`src/hdl/fsu_pkg.sv`:
```
// fsu_pkg: constants, types and helpers shared by the stencil update core
// no dependencies
`timescale 1ns / 1ps

package fsu_pkg;

   localparam int GRID_X = 16;
   localparam int GRID_Y = 16;
   localparam int GRID_Z = 16;
   localparam int PAD_X  = GRID_X + 2;
   localparam int PAD_Y  = GRID_Y + 2;
   localparam int PAD_Z  = GRID_Z + 2;
   localparam int PLANE  = PAD_X * PAD_Y;
   localparam int X_W    = $clog2(PAD_X);
   localparam int Y_W    = $clog2(PAD_Y);
   localparam int Z_W    = $clog2(PAD_Z);

   localparam int QUEUE_DEPTH = 4;
   localparam int Q_W         = $clog2(QUEUE_DEPTH);
   // history depth: two planes plus slack for items queued ahead of the back end
   localparam int MEM_DEPTH   = 2 * PLANE + QUEUE_DEPTH + 2;
   localparam int ADDR_W      = $clog2(MEM_DEPTH);

   localparam int DATA_W = 32;
   localparam int K_W    = 31;
   localparam int ACC_W  = 53;
   localparam int MAG_W  = 52;
   localparam int R_W    = 51;
   localparam int LO_W   = 63;
   localparam int HI_W   = 51;
   localparam logic [R_W-1:0] CLAMP_MAG = R_W'(1) << 50;

   localparam logic [K_W-1:0] HALF_DT_RESET = K_W'(32768);
   localparam logic [K_W-1:0] INV_RESET     = K_W'(65536);

   localparam logic [1:0] CSR_HALF_DT = 2'd0;
   localparam logic [1:0] CSR_INV_DX  = 2'd1;
   localparam logic [1:0] CSR_INV_DY  = 2'd2;
   localparam logic [1:0] CSR_INV_DZ  = 2'd3;

   // neighbour slots read from history
   localparam logic [2:0] NB_CENTER = 3'd0;
   localparam logic [2:0] NB_XP     = 3'd1;
   localparam logic [2:0] NB_XM     = 3'd2;
   localparam logic [2:0] NB_YP     = 3'd3;
   localparam logic [2:0] NB_YM     = 3'd4;
   localparam logic [2:0] NB_ZM     = 3'd5;
   localparam logic [2:0] NB_COUNT  = 3'd6;

   // multiply steps
   localparam logic [2:0] OP_DIV_X = 3'd0;
   localparam logic [2:0] OP_DIV_Y = 3'd1;
   localparam logic [2:0] OP_DIV_Z = 3'd2;
   localparam logic [2:0] OP_DEN   = 3'd3;
   localparam logic [2:0] OP_MX    = 3'd4;
   localparam logic [2:0] OP_MY    = 3'd5;
   localparam logic [2:0] OP_MZ    = 3'd6;

   typedef struct packed {
      logic [DATA_W-1:0] density;
      logic [DATA_W-1:0] mom_x;
      logic [DATA_W-1:0] mom_y;
      logic [DATA_W-1:0] mom_z;
      logic [DATA_W-1:0] pressure;
   } fsu_cell_type;

   localparam int CELL_W = $bits(fsu_cell_type);

   typedef struct packed {
      logic [DATA_W-1:0] mom_z;
      logic [DATA_W-1:0] pressure;
      logic [ADDR_W-1:0] addr;
      logic              emit;
      logic              last;
   } fsu_entry_type;

   typedef struct packed {
      logic [K_W-1:0] half_dt;
      logic [K_W-1:0] inv_dx;
      logic [K_W-1:0] inv_dy;
      logic [K_W-1:0] inv_dz;
   } fsu_cfg_type;

   typedef struct packed {
      logic [DATA_W-1:0] new_density;
      logic [DATA_W-1:0] new_mom_x;
      logic [DATA_W-1:0] new_mom_y;
      logic [DATA_W-1:0] new_mom_z;
      logic              last_cell;
   } fsu_result_type;

   typedef enum logic [2:0] {
      B_IDLE, B_READ, B_SET, B_LO, B_HI, B_FIN, B_ACC, B_OUT
   } fsu_back_state_type;

   // distance back in history of each neighbour slot
   function automatic logic [ADDR_W:0] nb_age(input logic [2:0] slot);
      logic [ADDR_W:0] age;
      case (slot)
         NB_CENTER: age = (ADDR_W+1)'(PLANE);
         NB_XP:     age = (ADDR_W+1)'(PLANE - 1);
         NB_XM:     age = (ADDR_W+1)'(PLANE + 1);
         NB_YP:     age = (ADDR_W+1)'(PLANE - PAD_X);
         NB_YM:     age = (ADDR_W+1)'(PLANE + PAD_X);
         default:   age = (ADDR_W+1)'(2 * PLANE);
      endcase
      return age;
   endfunction

endpackage

```
`src/hdl/fsu_front.sv`:
```
// fsu_front: grid position tracking, history write and item queue
// depends on fsu_pkg
`timescale 1ns / 1ps

module fsu_front (
   input  logic                       clock,
   input  logic                       reset,
   input  logic                       push,
   output logic                       full,
   input  fsu_pkg::fsu_cell_type      in_item,
   output logic                       mem_we,
   output logic [fsu_pkg::ADDR_W-1:0] mem_waddr,
   output fsu_pkg::fsu_cell_type      mem_wdata,
   output logic                       q_empty,
   output fsu_pkg::fsu_entry_type     q_head,
   input  logic                       q_pop
);

   logic [fsu_pkg::X_W-1:0]    x_ff, x_in;
   logic [fsu_pkg::Y_W-1:0]    y_ff, y_in;
   logic [fsu_pkg::Z_W-1:0]    z_ff, z_in;
   logic [fsu_pkg::ADDR_W-1:0] addr_ff, addr_in;
   fsu_pkg::fsu_entry_type     q_ff [fsu_pkg::QUEUE_DEPTH];
   logic [fsu_pkg::Q_W-1:0]    wp_ff, wp_in, rp_ff, rp_in;
   logic [fsu_pkg::Q_W:0]      cnt_ff, cnt_in;
   logic                       accept;
   fsu_pkg::fsu_entry_type     entry;

   assign full    = (cnt_ff == (fsu_pkg::Q_W+1)'(fsu_pkg::QUEUE_DEPTH));
   assign q_empty = (cnt_ff == '0);
   assign q_head  = q_ff[rp_ff];
   assign accept  = push && !full;

   assign mem_we    = accept;
   assign mem_waddr = addr_ff;
   assign mem_wdata = in_item;

   always_comb begin
      entry.mom_z    = in_item.mom_z;
      entry.pressure = in_item.pressure;
      entry.addr     = addr_ff;
      // the arriving cell completes the interior cell one plane behind it
      entry.emit = (x_ff >= fsu_pkg::X_W'(1)) && (x_ff <= fsu_pkg::X_W'(fsu_pkg::GRID_X))
                && (y_ff >= fsu_pkg::Y_W'(1)) && (y_ff <= fsu_pkg::Y_W'(fsu_pkg::GRID_Y))
                && (z_ff >= fsu_pkg::Z_W'(2)) && (z_ff <= fsu_pkg::Z_W'(fsu_pkg::GRID_Z + 1));
      entry.last = (x_ff == fsu_pkg::X_W'(fsu_pkg::GRID_X))
                && (y_ff == fsu_pkg::Y_W'(fsu_pkg::GRID_Y))
                && (z_ff == fsu_pkg::Z_W'(fsu_pkg::GRID_Z + 1));

      x_in    = x_ff;
      y_in    = y_ff;
      z_in    = z_ff;
      addr_in = addr_ff;
      if (accept) begin
         addr_in = (addr_ff == fsu_pkg::ADDR_W'(fsu_pkg::MEM_DEPTH - 1))
                 ? '0 : addr_ff + fsu_pkg::ADDR_W'(1);
         if (x_ff == fsu_pkg::X_W'(fsu_pkg::PAD_X - 1)) begin
            x_in = '0;
            if (y_ff == fsu_pkg::Y_W'(fsu_pkg::PAD_Y - 1)) begin
               y_in = '0;
               z_in = (z_ff == fsu_pkg::Z_W'(fsu_pkg::PAD_Z - 1))
                    ? '0 : z_ff + fsu_pkg::Z_W'(1);
            end else begin
               y_in = y_ff + fsu_pkg::Y_W'(1);
            end
         end else begin
            x_in = x_ff + fsu_pkg::X_W'(1);
         end
      end

      wp_in  = accept ? wp_ff + fsu_pkg::Q_W'(1) : wp_ff;
      rp_in  = q_pop ? rp_ff + fsu_pkg::Q_W'(1) : rp_ff;
      cnt_in = cnt_ff;
      if (accept && !q_pop) begin
         cnt_in = cnt_ff + (fsu_pkg::Q_W+1)'(1);
      end else if (!accept && q_pop) begin
         cnt_in = cnt_ff - (fsu_pkg::Q_W+1)'(1);
      end
   end

   always_ff @(posedge clock) begin
      if (reset) begin
         x_ff    <= '0;
         y_ff    <= '0;
         z_ff    <= '0;
         addr_ff <= '0;
         wp_ff   <= '0;
         rp_ff   <= '0;
         cnt_ff  <= '0;
      end else begin
         x_ff    <= x_in;
         y_ff    <= y_in;
         z_ff    <= z_in;
         addr_ff <= addr_in;
         wp_ff   <= wp_in;
         rp_ff   <= rp_in;
         cnt_ff  <= cnt_in;
      end
      if (accept) begin
         q_ff[wp_ff] <= entry;
      end
   end

endmodule

```
`config.mk`:
```
export PLATFORM = sky130hd
export DESIGN_NAME = fsu_front
export DESIGN_NICKNAME = d
export VERILOG_FILES = /design/src/hdl/fsu_pkg.sv /design/src/hdl/fsu_front.sv
export SDC_FILE = /design/constraint.sdc
export NUM_CORES = 1
export LEC_CHECK = 0
export BUFFER_PORTS_ARGS = -buffer_cell sky130_fd_sc_hd__buf_4
export CAP_MARGIN = 20
export CORE_MARGIN = 2
export CORE_UTILIZATION = 40
export DETAILED_ROUTE_END_ITERATION = 10
export GPL_TIMING_DRIVEN = 0
export SYNTH_ARGS = -nofsm -noshare
export SYNTH_HDL_FRONTEND = slang
export SYNTH_SLANG_ARGS = --single-unit
```
`constraint.sdc`:
```
create_clock -name clock -period 3.91 [get_ports clock]
set_clock_uncertainty 0.15 [all_clocks]
set_input_delay 0.391 -clock clock [delete_from_list [all_inputs] [get_ports clock]]
set_output_delay 0.391 -clock clock [all_outputs]
set_load 0.02 [all_outputs]
```
* Word-level counts from Yosys, hierarchy flattened
Memory sizes are Yosys's and may differ from the RTL's. A register that Yosys moved wholly into a read port is not among the register bits. Cells that the tools add are included.
Word-level totals: bits in registers 32, bits in latches 0, RAM bits 304, memory bits (read-only) 0, input port bits 164, output and inout bits 249, word-level logic and storage cells 56, memories kept 1
Cells by class: $add $sub $neg 8, $mul 0, div/mod/pow operators 0, order comparisons 6, eq/ne operators 7, shifts and indexed selects 0, mux-type cells 10, bitwise gates (word level) 0, reductions and logical operators 17
Memory list:
- q_ff | words 4, bits a word 76, read ports 1, clocked after Yosys merged registers in 1, write ports 1, RTL line fsu_front.sv:23 | fsu_pkg::fsu_entry_type q_ff [fsu_pkg::QUEUE_DEPTH];
Operators with widths (number):
- 5-bit equality test (second input constant) | 5
- 5-bit by 1-bit adder with 5-bit output (second input constant) | 3
- 5-bit less-or-equal comparator (second input constant) | 3
- 5-bit two-way mux | 3
- 10-bit by 1-bit adder with 10-bit output (second input constant) | 1
- 10-bit equality test (second input constant) | 1
- 5-bit by 1-bit greater-or-equal comparator with 1-bit output (second input constant) | 2
- 1-bit logical AND | 10
- 10-bit two-way mux | 1
- 3-bit two-way mux | 2
- 5-bit by 2-bit greater-or-equal comparator with 1-bit output (second input constant) | 1
- 2-bit by 1-bit adder with 2-bit output (second input constant) | 2
- 2-bit two-way mux | 2
- 3-bit by 1-bit adder with 3-bit output (second input constant) | 1
- 3-bit equality test (second input constant) | 1
- 1-bit zero test | 3
- 3-bit zero test | 1
- 3-bit AND reduction | 1
- 3-bit by 1-bit subtractor with 3-bit output (second input constant) | 1
- 1-bit two-way mux | 2
- 2-bit AND reduction | 1
- 2-bit nonzero test | 1

* Logic depth before layout (Yosys ltp)
depth after elaboration 7, gate-level depth with buffers 10, mapped depth without buffers 9

* Worst setup path after synthesis
Ideal clock, no wire load.
kind reg2reg, start reg cnt_ff[0] in the netlist's numbering, end mem q_ff[0][0] in the netlist's numbering, enable pin, setup time 0.443 ns, arrival time 2.492 ns, path slack 0.825 ns, stages on the path, launching flop included 4, path buffers 1, clock period less this slack 3.085 ns, cells stage by stage dfxtp_1 or3b_1 buf_6 and3_1
Between the ends: longest elaborated chain between the ends 5
RTL lines:
- start: declaration | RTL line fsu_front.sv:25 | logic [fsu_pkg::Q_W:0] cnt_ff, cnt_in;
- start signal: assignment | RTL line fsu_front.sv:97 | cnt_ff <= cnt_in;
- 3-bit equality test | RTL line fsu_front.sv:29 | assign full = (cnt_ff == (fsu_pkg::Q_W+1)'(fsu_pkg::QUEUE_DEPTH));
- 1-bit zero test | RTL line fsu_front.sv:32 | assign accept = push && !full;
- 1-bit logical AND | RTL line fsu_front.sv:32
- 1-bit two-way mux | RTL line fsu_front.sv:99 | if (accept) begin
- 1-bit two-way mux (implied by the code) | RTL line fsu_front.sv:100 | q_ff[wp_ff] <= entry;
- end: declaration | RTL line fsu_front.sv:23
Every way passes these cells.

==> qor.yml <==
min_path:
  min_path_type: "in2reg"
logic_synthesis:
  syn_area_um2: 14040
  synth_most_common_cell: "edfxtp_1"
  netlist.area_leader.share_pct: 65.00
  yosys.area.top_type: "edfxtp_1"
  seq_area_frac_synth_pct: 69.84
  async_flop_share_pct: 0
  syn-num-nets: 953
  avgSynthCellArea_um2: 18.19
  ys.flop_type: "edfxtp_1"
  synthTopCellsByArea: "edfxtp_1, mux4_2, buf_4"
  yosysWarnings: 0
  synth_edf_count: 304
  synth_cell_types: 43
  synth_cells: 772
  ys_ff_latch: 338
  ys_top_cells_by_count: "edfxtp_1, buf_4, mux4_2"
final_layout:
  fin_nets: 1375
  n_fill_cell: 2780
  antenna_cells: 0
  fin_cells: 1678
  syn2layout_area_growth_pct: 34.90
  final_area_um2: 18950
  drive_gt1_share_pct: 52.41
  fin_util_pct: 54.85
clock_network:
  clkTransAtPathRegs_ps: 60
  numCtsBuffers: 38
  cts_tree: "yes"
  insertion_delay_ps: 510
  root_buffer: "clkbuf_16"
  cts_resized: 0
  clk_path_buf_depth: 3
  ctsHoldBuffers: 64
  post_cts_buffers: 0
  clkSinkCount: 338
  cts_htree_levels: 2
timing:
  setup_slack_ps: 692.8
  fin_setup_tns_ps: 0
  setup_viol: 0
  worst_slew_pin_slew_ps: 712.8
  rsz0062_at_grt: "false"
  slew_viol_final: 0
  finalHoldViolations: 0
  max_freq_ghz: 0.3108
  finalCriticalPeriod_ps: 3217
  hold_ws_ps: 24.91
  fin_crit_sh_pct: 82.28
  slew_headroom_pct: 52.48
global_routing:
  gr-total-overflow: 0
  antenna_found_initial: 0
  grt_start_max_net_pins: 45
  grt_pass1_wl_um: 45550
  grtUsageTotal_pct: 16.30
  grt_pass1_vias: 8124
setup_path:
  worst_ep_required_time_ps: 3370
  arrival_ps: 2680
  critPathMaxFanout: 10
  end_kind: "output port"
  start_kind: "flip-flop"
  critPathKind: "reg2out"
routing:
  viasPerCell: 4.750
  route.detailed.drc: 0
  wl_um: 30710
  drtIter0Drc: 308
  vias: 7971
  dr.pass1.iters: 7
  wl_per_cell_um: 18.30
  ant_nets: 0
power_and_ir_drop:
  vdd_drop_max_mv: 0.3147
  cellLeakagePower_nw: 7.196
  power_density_nw_per_um2: 513.1
  power.total_mw: 9.722
flow_run:
  drv_cap: 0
placement:
  dp_slack_ps: 1161
  dpl.hpwl_um: 19810
  port_buffers: 314
  post_dp_cell_area_um2: 17100
  gp_congestion: 0.8804
  dp_cells: 1545
floorplanning:
  core_um2: 34540
  fp.dieArea_um2: 36630
  io_pins: 413
  rows: 68
  dieWidth_um: 191.4
  die_h_um: 191.4
  start_util_pct: 40.66
run_status:
  outcome: "finished, final reports clean"
[metal layers]
metal | vias to the layer above | global-route usage [%] | wire length, µm
met5 | - | 0 | 0
met4 | 0 | 5.000 | 752
met3 | 47 | 3.268 | 1987
met2 | 317 | 28.87 | 15960
met1 | 3939 | 20.07 | 12000
li1 | 3668 | - | -
[where the power goes]
| group | internal [mW] | switching (mW) |
|---|---|---|
| Combinational | 0.885 | 1.04 |
| Sequential | 4.32 | 0.103 |
| Clock | 2.03 | 1.35 |
| Total | 7.23 | 2.49 |
[cell type report]
cell class	count	area (µm²)	share of cell area (%)
Tap cell	455	569.3	3.005
Timing Repair Buffer	382	3108	16.40
Sequential cell	338	9809	51.77
Buffer	195	1399	7.383
Inverter	14	65.06	0.3434
Clock inverter	23	160.2	0.8453
Clock buffer	46	1045	5.514
Multi-Input combinational cell	225	2791	14.73
[path summary, 6_finish.rpt]
kind,startpoint,to,slack (ps),cells past startpoint
min reg2reg,wp_ff[1]$_SDFFE_PP0P_,wp_ff[1]$_SDFFE_PP0P_,360,2
max,flip-flop,q_head[73],690,4
min,q_pop,flip-flop,20,3
max reg2reg,cnt_ff[0]$_SDFFE_PP0P_,cnt_ff[2]$_SDFFE_PP0P_,1430,10
[cell usage in the layout (no fill, tap or decap), types with 10 or more instances in the layout]
cell,instances
clkbuf_1,14
nand2_1,10
nand3_1,13
xnor2_1,15
dlygate4sd3_1,64
clkinv_1,10
nor2_1,19
dfxtp_1,34
inv_1,12
mux4_2,76
buf_4,484
nor3_1,16
buf_2,11
edfxtp_1,304
clkbuf_16,41
ha_1,16
[critical path: stages (launching register included)]
cell and delay, ps:
dfxtp_1 410, clkbuf_1 580, clkbuf_1 580, mux4_2 420, buf_4 170
[cell families (layout without fill, tap and decap cells)]
kind of cell             Yosys count  count (layout)  share of synthesized area (%)
AO/OA/AOI/OAI                     18              18                         0.8642
XOR/XNOR                          21              21                          1.310
adder cells (fa/ha/maj)           17              17                          1.568
buffers and inverters            209             660                          10.42
flip-flops                       338             338                          69.84
multiplexers                      80              80                          12.47
AND/OR/NAND/NOR                   89              89                          3.519
[flip-flops by register name, indices dropped and copies added (netlist names), named ones only]
| name | flops |
|---|---|
| q_ff | 304 |
| mem_waddr | 10 |
| x_ff | 5 |
| y_ff | 5 |
| z_ff | 5 |
| cnt_ff | 3 |
| rp_ff | 2 |
| wp_ff | 2 |
Note: power is estimated with default switching activity, not from simulation.
