**src/hdl/fsu_ram.sv**
```systemverilog
// fsu_ram: generic simple dual-port ram, one write and one registered read
// no dependencies
`timescale 1ns / 1ps

module fsu_ram #(
   parameter int WIDTH = 32,
   parameter int DEPTH = 16
) (
   input  logic                     clock,
   input  logic                     wr_en,
   input  logic [$clog2(DEPTH)-1:0] wr_addr,
   input  logic [WIDTH-1:0]         wr_data,
   input  logic [$clog2(DEPTH)-1:0] rd_addr,
   output logic [WIDTH-1:0]         rd_data
);

   logic [WIDTH-1:0] mem_ff [DEPTH];
   logic [WIDTH-1:0] rd_data_ff;

   always_ff @(posedge clock) begin
      if (wr_en) begin
         mem_ff[wr_addr] <= wr_data;
      end
      rd_data_ff <= mem_ff[rd_addr];
   end

   assign rd_data = rd_data_ff;

endmodule

```
**config.mk**
```make
export PLATFORM = sky130hd
export DESIGN_NAME = fsu_ram
export DESIGN_NICKNAME = d
export VERILOG_FILES = /design/src/hdl/fsu_ram.sv
export SDC_FILE = /design/constraint.sdc
export NUM_CORES = 1
export LEC_CHECK = 0
export BUFFER_PORTS_ARGS = -buffer_cell sky130_fd_sc_hd__buf_2
export CORE_ASPECT_RATIO = 1.4
export CORE_MARGIN = 10
export CORE_UTILIZATION = 40
export DETAILED_ROUTE_END_ITERATION = 8
export SETUP_SLACK_MARGIN = 0.3
export SLEW_MARGIN = 0
export SYNTH_ARGS = -nofsm -noshare
export SYNTH_HDL_FRONTEND = slang
export SYNTH_SLANG_ARGS = --single-unit
```
**constraint.sdc**
```tcl
create_clock -name clock -period 4.4 [get_ports clock]
set_input_delay 0.44 -clock clock [delete_from_list [all_inputs] [get_ports clock]]
set_output_delay 0.44 -clock clock [all_outputs]
set_load 0.1 [all_outputs]
```
After elaboration in Yosys (flattened, before gate mapping)
Memory sizes are Yosys's and may differ from the RTL's. A register that Yosys moved wholly into a read port is not among the register bits.
Cells that the tools add are included.
{"block": "totals", "elab_cells": 3, "regBits": 0, "n_memories": 1, "latchBits": 0, "mem_bits_ro": 0, "ramBits": 512, "out_inout_bits": 32}
{"block": "classes", "shift": 0, "n_lt_le_gt_ge": 0, "muxes": 2, "n_mul": 0, "div": 0, "addsub": 0, "eq_ne": 0, "reduce_logical": 0, "bitwise": 0}
{"name": "mem_ff", "depth": 16, "word_bits": 32, "rd": 1, "rd_ports_with_merged_regs": 1, "wr": 1, "line_no": "17", "rtl": "logic [WIDTH-1:0] mem_ff [DEPTH];"}
{"operator": "1-bit 2-to-1 mux", "count": 2}

Logic depth before layout (Yosys ltp)
Gate-level depths: netlist of the first run.
{"block": "depth", "ltp_word": 2, "mapped_depth": 5, "ltp_nobuf": 3}

Least setup slack after synthesis of the first run
OpenSTA, ideal clock, no wires.
{"block": "synth_path", "kind": "input to register", "from": "in wr_addr[2]", "to": "mem mem_ff[0][0] (enable)", "stages": 2, "setup_slack_ns": 0.780, "t_required_ns": 3.939, "path_buffers": 0, "arrival_time_ns": 3.158, "cell_sequence": "or3b_2 -> nor3_1"}
{"element": "start, declared", "line_no": "11", "rtl": "input logic [$clog2(DEPTH)-1:0] wr_addr,"}
{"element": "end, declared", "line_no": "17"}
Straight into the memory's write port.

Worst setup path in the final report of the first run
{"block": "layout_path", "from": "in wr_addr[2]", "to": "mem mem_ff[1][29] (enable)"}
Straight into the memory's write port.

==> results.md, run 1 <==
- Outcome: completed
- Vias in the first global route: 9277
- Sequential area share after synthesis: 0.807
- Largest net degree at the start of global routing: 51
- Row cnt: 96
- Max-slew headroom: 0.261
- Later-pin clock latency in the skew report: 0.56 ns
- Placeable Area: 49100 um2
- FMAX: 513 MHz
- Die Area: 59100 um2
- DP HPWL: 22400 um
- Worst-path clk slew: 0.07 ns
- Post-route minimum period: 1.95 ns
- Tot GR Track Use: 0.138
- Met1 Use GR: 0.184
- Critical Path RT: 4.64 ns
- Net Sw Frac: 0.221
- RSZ-0062 raised after global routing: false
- GPL Wtd Cong: 0.693
- CTS Buffer Depth: 3
- Reg power frac: 0.554
- Busiest grt layer: met2
- Syn. warnings: 0
- Clock Sinks: 544
- DR vias: 8722
- Port-buffer cells: 73
- Fraction of layout cells with a size suffix above 1: 0.319
- Int Power: 8190 uW
- Fin crit share: 0.443
- Clock power frac: 0.375
- Final setup vio count: 0
- Drt total wl: 41000 um
- CTS H-tree depth: 2
- First-pass GRT wire length: 61700 um
- Leak Pwr: 0.00719 uW
- Antenna diode count: 0
- Antenna violations before repair: 2
- Mapped Cells: 838
- Fin. Hold Viols: 0
- TritonCTS clock tree: built
- Gr ovfl total: 0
- Post-CTS resize count: 0
- Distinct cells, synth: 18
- Fin cells: 1620
- Final Hold Slack: 0.254 ns
- M2 GR Usage: 0.230
- Flip-flop and latch count after synthesis: 544
- Final nets: 986
- Max VDD drop: 302 uV
- Setup Skew: 0.0155 ns
- Slew at the pin closest to its max-slew limit: 1.11 ns
- Avg WL per Cell: 25.3 um
- Area growth from synthesis to layout: 14.0%
- Startpoint Class: input port
- Mapped Avg Cell Area: 23.7 um2
- Pins Over Slew Limit: 0
- Die W: 208 um
- Arr. time, crit path: 2.19 ns
- Gate power share: 0.071
- Worst hold path type: input port to flip-flop
- Crit path max fanout: 19
- Die height: 284 um
- PwrDens: 465 nW/um2
- Setup WS pre-CTS: 1.84 ns
- Met3 Resource Use GR: 0.0235
- DR iter-0 viols: 672
- Endpoint class of the critical path: flip-flop
- Mapped cell area: 19900 um2
- Placed instance count: 1532
- DR DRC count: 0
- Setup ws final: 2.45 ns
- Post-route setup TNS: 0 ns
- Sw Pwr: 2330 uW
- Initial Utilization: 0.404
- Drt pass-1 iters: 5
- # Max-Cap Violations: 0
- Synthesized net count: 880
- Post-DR vias/cell: 5.38
- Clock root buffer: clkbuf_16
- Kind of critical path: input port to flip-flop
- CTS buffer count: 47
- Post-DRT Antenna Nets: 0
- Util after Layout: 0.461
- Postcts setup bufs: 0
- CTS Hold Bufs: 0
- Num ports: 74
[area by class of cell]
type	count	area, um2
Clock buffer	63	1260
Clock inverter	25	203
Fill cell	3992	26500
Multi-Input combinational cell	251	3750
Sequential cell	544	16000
Tap cell	637	797
Timing Repair Buffer	100	604
[logic make-up after synthesis]
group / after synthesis / synth area share
AO/OA/AOI/OAI: 64 / 0.0242
buffers and inverters: 43 / 0.0112
flip-flops: 544 / 0.807
multiplexers: 128 / 0.145
AND/OR/NAND/NOR: 59 / 0.0127
[state kept, by name, indices dropped and copies added (netlist names)]
signal	flops
rd_data	32
mem_ff	512
[power by group through the flow]
stage          Combinational [uW]  Clock (uW)  Sequential [uW]
6_report                      747        3940             5820
5_1_grt                       796        4250             5830
4_1_cts                       763        4040             5830
3_5_place_dp                  763           0             5940
3_3_place_gp                  755           0             5930
2_1_floorplan                 278           0             6180
[worst max-delay path: stages]
cell and delay [ns]:
buf_2 0.11, or3b_2 0.60, nor2_4 0.64, buf_4 0.38
[layout by cell type (no fill, tap or decap)]
cell        count
a22oi_1        64
and2_2          1
buf_12          2
buf_2          71
buf_4          26
bufinv_16       3
clkbuf_1       14
clkbuf_16      47
clkbuf_8        3
clkinv_1        9
clkinv_2        9
clkinvlp_4      1
dfxtp_1        32
edfxtp_1      512
inv_6           3
mux4_2        128
nand2_1        33
nand2b_1        2
nand3_1         1
nand3b_1        2
nor2_4         13
nor2b_4         2
nor3_2          4
or3b_2          1
[final timing paths]
path | depth (start not counted) | startpoint | endpoint | slack (ns)
max | 4 | wr_addr[2] | mem_ff[1][29] | 2.45
min | 1 | wr_data[15] | mem_ff[0][15] | 0.25
max reg2reg | 3 | mem_ff[3][31] | rd_data[31] | 3.05
min reg2reg | 3 | mem_ff[14][7] | rd_data[7] | 0.67
[layer usage]
| layer | wire length, um | up-vias |
|---|---|---|
| met5 | 7 | - |
| met4 | 636 | 2 |
| met3 | 2220 | 46 |
| met2 | 20900 | 240 |
| met1 | 17300 | 4659 |
| li1 | - | 3775 |
[stage by stage]
stage	total power [uW]	instance area, um2
floorplan	6460	19900
global placement	6690	21200
detailed placement	6700	21200
CTS	10600	22600
global route	10900	22600
finish	10500	22600
[cell usage after synthesis (all sizes together)]
master,n,area share
nor3,4,0.0010
and2,1,0.00032
clkbuf,17,0.0032
nand3,1,0.00025
edfxtp,512,0.77
a22oi,64,0.024
buf,26,0.0080
or3b,1,0.00044
mux4,128,0.15
nor2,13,0.0025
nand2,33,0.0062
nand2b,2,0.00063
nor2b,2,0.00063
nand3b,2,0.00076
dfxtp,32,0.032
Power figures use the tool's default switching activity.
==> run 2: changes to the inputs <==
Clock period 4.4 ns to 1.9 ns, I/O delays scaled along.
==> results.md, run 2 (synthesis results as in run 1) <==
- Worst hold path type: input port to flip-flop
- Die W: 208 um
- DR iter-0 viols: 804
- Post-route minimum period: 1.57 ns
- Clock Sinks: 544
- Post-route setup TNS: 0 ns
- Max stage delay on crit path: 0.45 ns
- Commonest cells after routing, fill and taps aside: edfxtp_1, mux4_2, buf_2
- DP HPWL: 22100 um
- Post-DR vias/cell: 5.45
- CTS buffer count: 47
- Critical Path RT: 1.71 ns
- CTS H-tree depth: 2
- Placeable Area: 49100 um2
- Largest net degree at the start of global routing: 37
- DR DRC count: 0
- Drt total wl: 43100 um
- Tot GR Track Use: 0.144
- Final Hold Slack: 0.0187 ns
- PwrDens: 1050 nW/um2
- Critical path cell sequence: buf_2
- R2R cell count: 3
- Final nets: 1028
- Clock root buffer: clkbuf_16
- FF-to-FF Start: mem_ff[2][29]
- # Max-Cap Violations: 0
- Fin. Hold Viols: 0
- Setup ws final: 0.326 ns
- RSZ-0062 raised after global routing: false
- DR vias: 9046
- Top Family by Delay on Critical Path: buffers and inverters
- Critical path buffers and inverters: 1
- Most flop-heavy register: mem_ff
- Avg WL per Cell: 26.0 um
- Die Area: 59100 um2
- FMAX: 635 MHz
- Gr ovfl total: 0
- Worst-path clk slew: 0.07 ns
- Worst Hold End: mem_ff[3][19]
- Max-slew headroom: 0.654
- Commonest non-fill, non-tap cell in the layout: edfxtp_1
- Outcome: completed
- PnR Total Power: 24600 uW
- Area growth from synthesis to layout: 17.9%
- First-pass GRT wire length: 63700 um
- Initial Utilization: 0.404
- Pins Over Slew Limit: 0
- Placed instance count: 1547
- Setup Skew: 0.00806 ns
- CTS Buffer Depth: 3
- RR Endpoint: rd_data[29]
- Arr. time, crit path: 1.38 ns
- Leak Pwr: 0.00749 uW
- Endpoint class of the critical path: output pin
- Fraction of layout cells with a size suffix above 1: 0.318
- Setup WS pre-CTS: 0.207 ns
- Drt pass-1 iters: 5
- Post-DRT Antenna Nets: 0
- TritonCTS clock tree: built
- Max reg flops: 512
- Num ports: 74
- Kind of critical path: flip-flop to output pin
- Fin crit share: 0.828
- Max VDD drop: 588 uV
- Final setup vio count: 0
- Later-pin clock latency in the skew report: 0.56 ns
- Worst hold start: wr_data[19]
- Die height: 284 um
- Startpoint Class: flip-flop
- Row cnt: 96
- Vias in the first global route: 9574
- Slew at the pin closest to its max-slew limit: 0.518 ns
- Antenna violations before repair: 2
- Hold path cells: 1
- Postcts setup bufs: 0
- Crit path max fanout: 1
- CP max-delay cell: buf_2
- GPL Wtd Cong: 0.688
- Worst reg2reg setup slack: 0.60 ns
- Fin cells: 1661
- Port-buffer cells: 73
[run 2: changes by cell type in the layout (fill, tap and decap cells not counted), sizes merged]
| cell | change |
|---|---|
| clkinvlp | -1 |
| clkbuf | +2 |
| dlygate4sd3 | +27 |
| buf | +13 |
| inv | -3 |
| clkinv | +1 |
| diode | +1 |
| bufinv | +1 |
[run 2: worst max path at each step]
stage	cells after the start	endpoint	slack, ns	start
finish	1	rd_data[20]	0.33	rd_data[20]
global route	1	rd_data[20]	0.31	rd_data[20]
CTS	1	rd_data[18]	0.31	rd_data[18]
detailed placement	6	rd_data[26]	0.21	rd_addr[0]
global placement	6	rd_data[26]	0.21	rd_addr[0]
floorplan	2	mem_ff[0][0]	0.0008	wr_addr[2]
[run 2: final cells by class]
cell class                 count  area [um2]
fill                        3960       25700
clock inverter                23         200
sequential                   544       16000
clock buffer                  63        1280
multi-input combinational    251        3780
timing repair buffer         142        1340
tap                          637         797
antenna                        1        2.50
[run 2: per-stage QoR]
step | utilization | instance area, um2
floorplan | - | 20000
global route | 0.477 | 23400
detailed placement | 0.441 | 21600
finish | 0.477 | 23400
CTS | 0.476 | 23400
global placement | 0.441 | 21600
[run 2: metal layers]
metal / track usage / part of all wire
met5: 0 / 0.00016
met4: 0.0387 / 0.019
met3: 0.0210 / 0.051
met2: 0.243 / 0.51
met1: 0.191 / 0.42
[run 2: report_power, final]
group / total, uW / switching (uW) / internal [uW]
clock: 9270 / 4010 / 5260
sequential: 13500 / 85.4 / 13400
combinational: 1860 / 1280 / 583
total: 24600 / 5380 / 19300
[run 2: repair_timing]
action | CTS | global route
cloned | 0 | 0
endpoints found under the hold margin | 380 | 0
hold buffers | 27 | 0
pin swaps | 0 | 0
setup endpoints to repair | 4 | 2
gates resized for setup | 4 | 2
==> run 3: changes to the inputs <==
Clock period 1.9 ns to 1.5 ns, I/O delays scaled along.
==> results.md, run 3 (synthesis results as in run 1) <==
- Die Area: 59100 um2
- Later-pin clock latency in the skew report: 0.58 ns
- Placeable Area: 49100 um2
- Die W: 208 um
- Initial Utilization: 0.404
- CTS Buffer Depth: 3
- PnR Total Power: 33000 uW
- Die height: 284 um
- Post-route setup TNS: 0 ns
- First-pass GRT wire length: 66000 um
- Hold path cells: 4
- Util after Layout: 0.508
- Kind of critical path: flip-flop to flip-flop
- Max stage delay on crit path: 0.49 ns
- Final setup vio count: 0
- Endpoint class of the critical path: flip-flop
- Max-slew headroom: 0.686
- Clock Sinks: 544
- Fraction of layout cells with a size suffix above 1: 0.414
- Worst hold path type: input port to flip-flop
- Post-route minimum period: 1.30 ns
- Max reg flops: 512
- CP max-delay cell: mux4_2
- Critical path buffers and inverters: 0
- TritonCTS clock tree: built
- DR vias: 9222
- Clock root buffer: clkbuf_16
- DP HPWL: 25400 um
- Area growth from synthesis to layout: 25.7%
- Num ports: 74
- Commonest cells after routing, fill and taps aside: edfxtp_1, mux4_2, buf_12
- Avg WL per Cell: 25.8 um
- Fin crit share: 0.864
- Worst-path clk slew: 0.07 ns
- Outcome: completed
- Slew at the pin closest to its max-slew limit: 0.470 ns
- Gr ovfl total: 0
- Setup ws final: 0.203 ns
- Vias in the first global route: 9931
- Cell area after layout: 25000 um2
- R2R cell count: 3
- FF-to-FF Start: mem_ff[11][12]
- Arr. time, crit path: 1.74 ns
- Worst Hold End: rd_data[16]
- Tot GR Track Use: 0.149
- Top Family by Delay on Critical Path: multiplexers
- PwrDens: 1320 nW/um2
- Row cnt: 96
- GPL Wtd Cong: 0.732
- Critical Path RT: 1.94 ns
- Pins Over Slew Limit: 0
- Placed cell area: 22300 um2
- Setup Skew: 0.0168 ns
- Max VDD drop: 852 uV
- Critical path cell sequence: mux4_2, a22oi_2, nand2_2
- Worst reg2reg setup slack: 0.20 ns
- Setup WS pre-CTS: -0.121 ns
- Post-DRT Antenna Nets: 0
- Postcts setup bufs: 0
- DR iter-0 viols: 742
- Crit path max fanout: 1
- Most flop-heavy register: mem_ff
- Drt total wl: 44200 um
- Final nets: 1079
- Worst hold start: rd_addr[2]
- Commonest non-fill, non-tap cell in the layout: edfxtp_1
- RSZ-0062 raised after global routing: true
- RR Endpoint: rd_data[12]
- Drt pass-1 iters: 4
- Fin. Hold Viols: 0
- Startpoint Class: flip-flop
- Antenna violations before repair: 1
- Leak Pwr: 0.00810 uW
- DR DRC count: 0
- Post-DR vias/cell: 5.38
- Largest net degree at the start of global routing: 38
- FMAX: 771 MHz
- # fillers: 3757
- CTS buffer count: 48
- CTS H-tree depth: 2
- Port-buffer cells: 73
- # Max-Cap Violations: 0
[run 3: cell types whose count changed in the layout (fill, tap and decap cells not counted), moves of 3 or more]
cell	delta
clkbuf_8	+3
bufinv_16	+4
a22oi_2	+27
clkinv_1	-10
buf_2	-26
a22oi_1	-27
buf_12	+54
dfxtp_2	+23
dlygate4sd3_1	+5
clkinv_4	+3
dfxtp_1	-31
buf_4	+19
dfxtp_4	+8
[run 3: timing repair]
| action | CTS | global route |
|---|---|---|
| hold buffers | 32 | 0 |
| endpoints found under the hold margin | 512 | 0 |
| resized for setup | 192 | 3 |
| endpoints found under the setup margin | 64 | 64 |
| pin swaps | 13 | 0 |
[run 3: through the flow]
step / std cells / hold slack, ns
CTS: 1713 / 0.156
finish: 1714 / 0.185
global route: 1714 / 0.187
detailed placement: 1592 / 0.534
floorplan: 838 / 0.249
global placement: 1592 / 0.520
[run 3: cell type report]
| type | count | area (um2) | area share |
|---|---|---|---|
| clock inverter | 23 | 354 | 0.0142 |
| multi-input combinational | 251 | 3950 | 0.158 |
| timing repair buffer | 192 | 2470 | 0.0989 |
| antenna | 1 | 2.50 | 0.000100 |
| tap | 637 | 797 | 0.0319 |
| sequential | 544 | 16100 | 0.644 |
| clock buffer | 66 | 1320 | 0.0529 |
[run 3: worst max-delay path by stage]
| stage | slack, ns | to | start | cells past startpoint |
|---|---|---|---|---|
| 6_report | 0.20 | rd_data[12] | mem_ff[11][12] | 3 |
| 5_1_grt | 0.16 | rd_data[12] | mem_ff[11][12] | 3 |
| 4_1_cts | 0.20 | rd_data[12] | mem_ff[11][12] | 3 |
| 3_5_place_dp | -0.12 | rd_data[14] | rd_addr[0] | 5 |
| 3_3_place_gp | -0.13 | rd_data[3] | rd_addr[0] | 6 |
| 2_1_floorplan | -0.36 | mem_ff[0][0] | wr_addr[2] | 2 |
[run 3: metal layers]
metal | track usage | up-vias | routed length, um
met2 | 0.253 | 228 | 22800
met4 | 0.0419 | 0 | 984
met5 | 0 | - | 0
met1 | 0.196 | 4960 | 18400
met3 | 0.0214 | 57 | 1990
li1 | - | 3977 | -
[run 3: worst reg2reg max path: stages (launching register included)]
cell,delay (ns)
edfxtp_1,0.37
mux4_2,0.49
a22oi_2,0.20
nand2_2,0.10
[run 3: where the power goes]
group	internal, uW	leakage, uW	switching (uW)	total, uW
registers	17000	0.00490	167	17200
logic	1190	0.00238	1680	2870
clock network	7610	0.000821	5350	13000
total	25800	0.00810	7200	33000
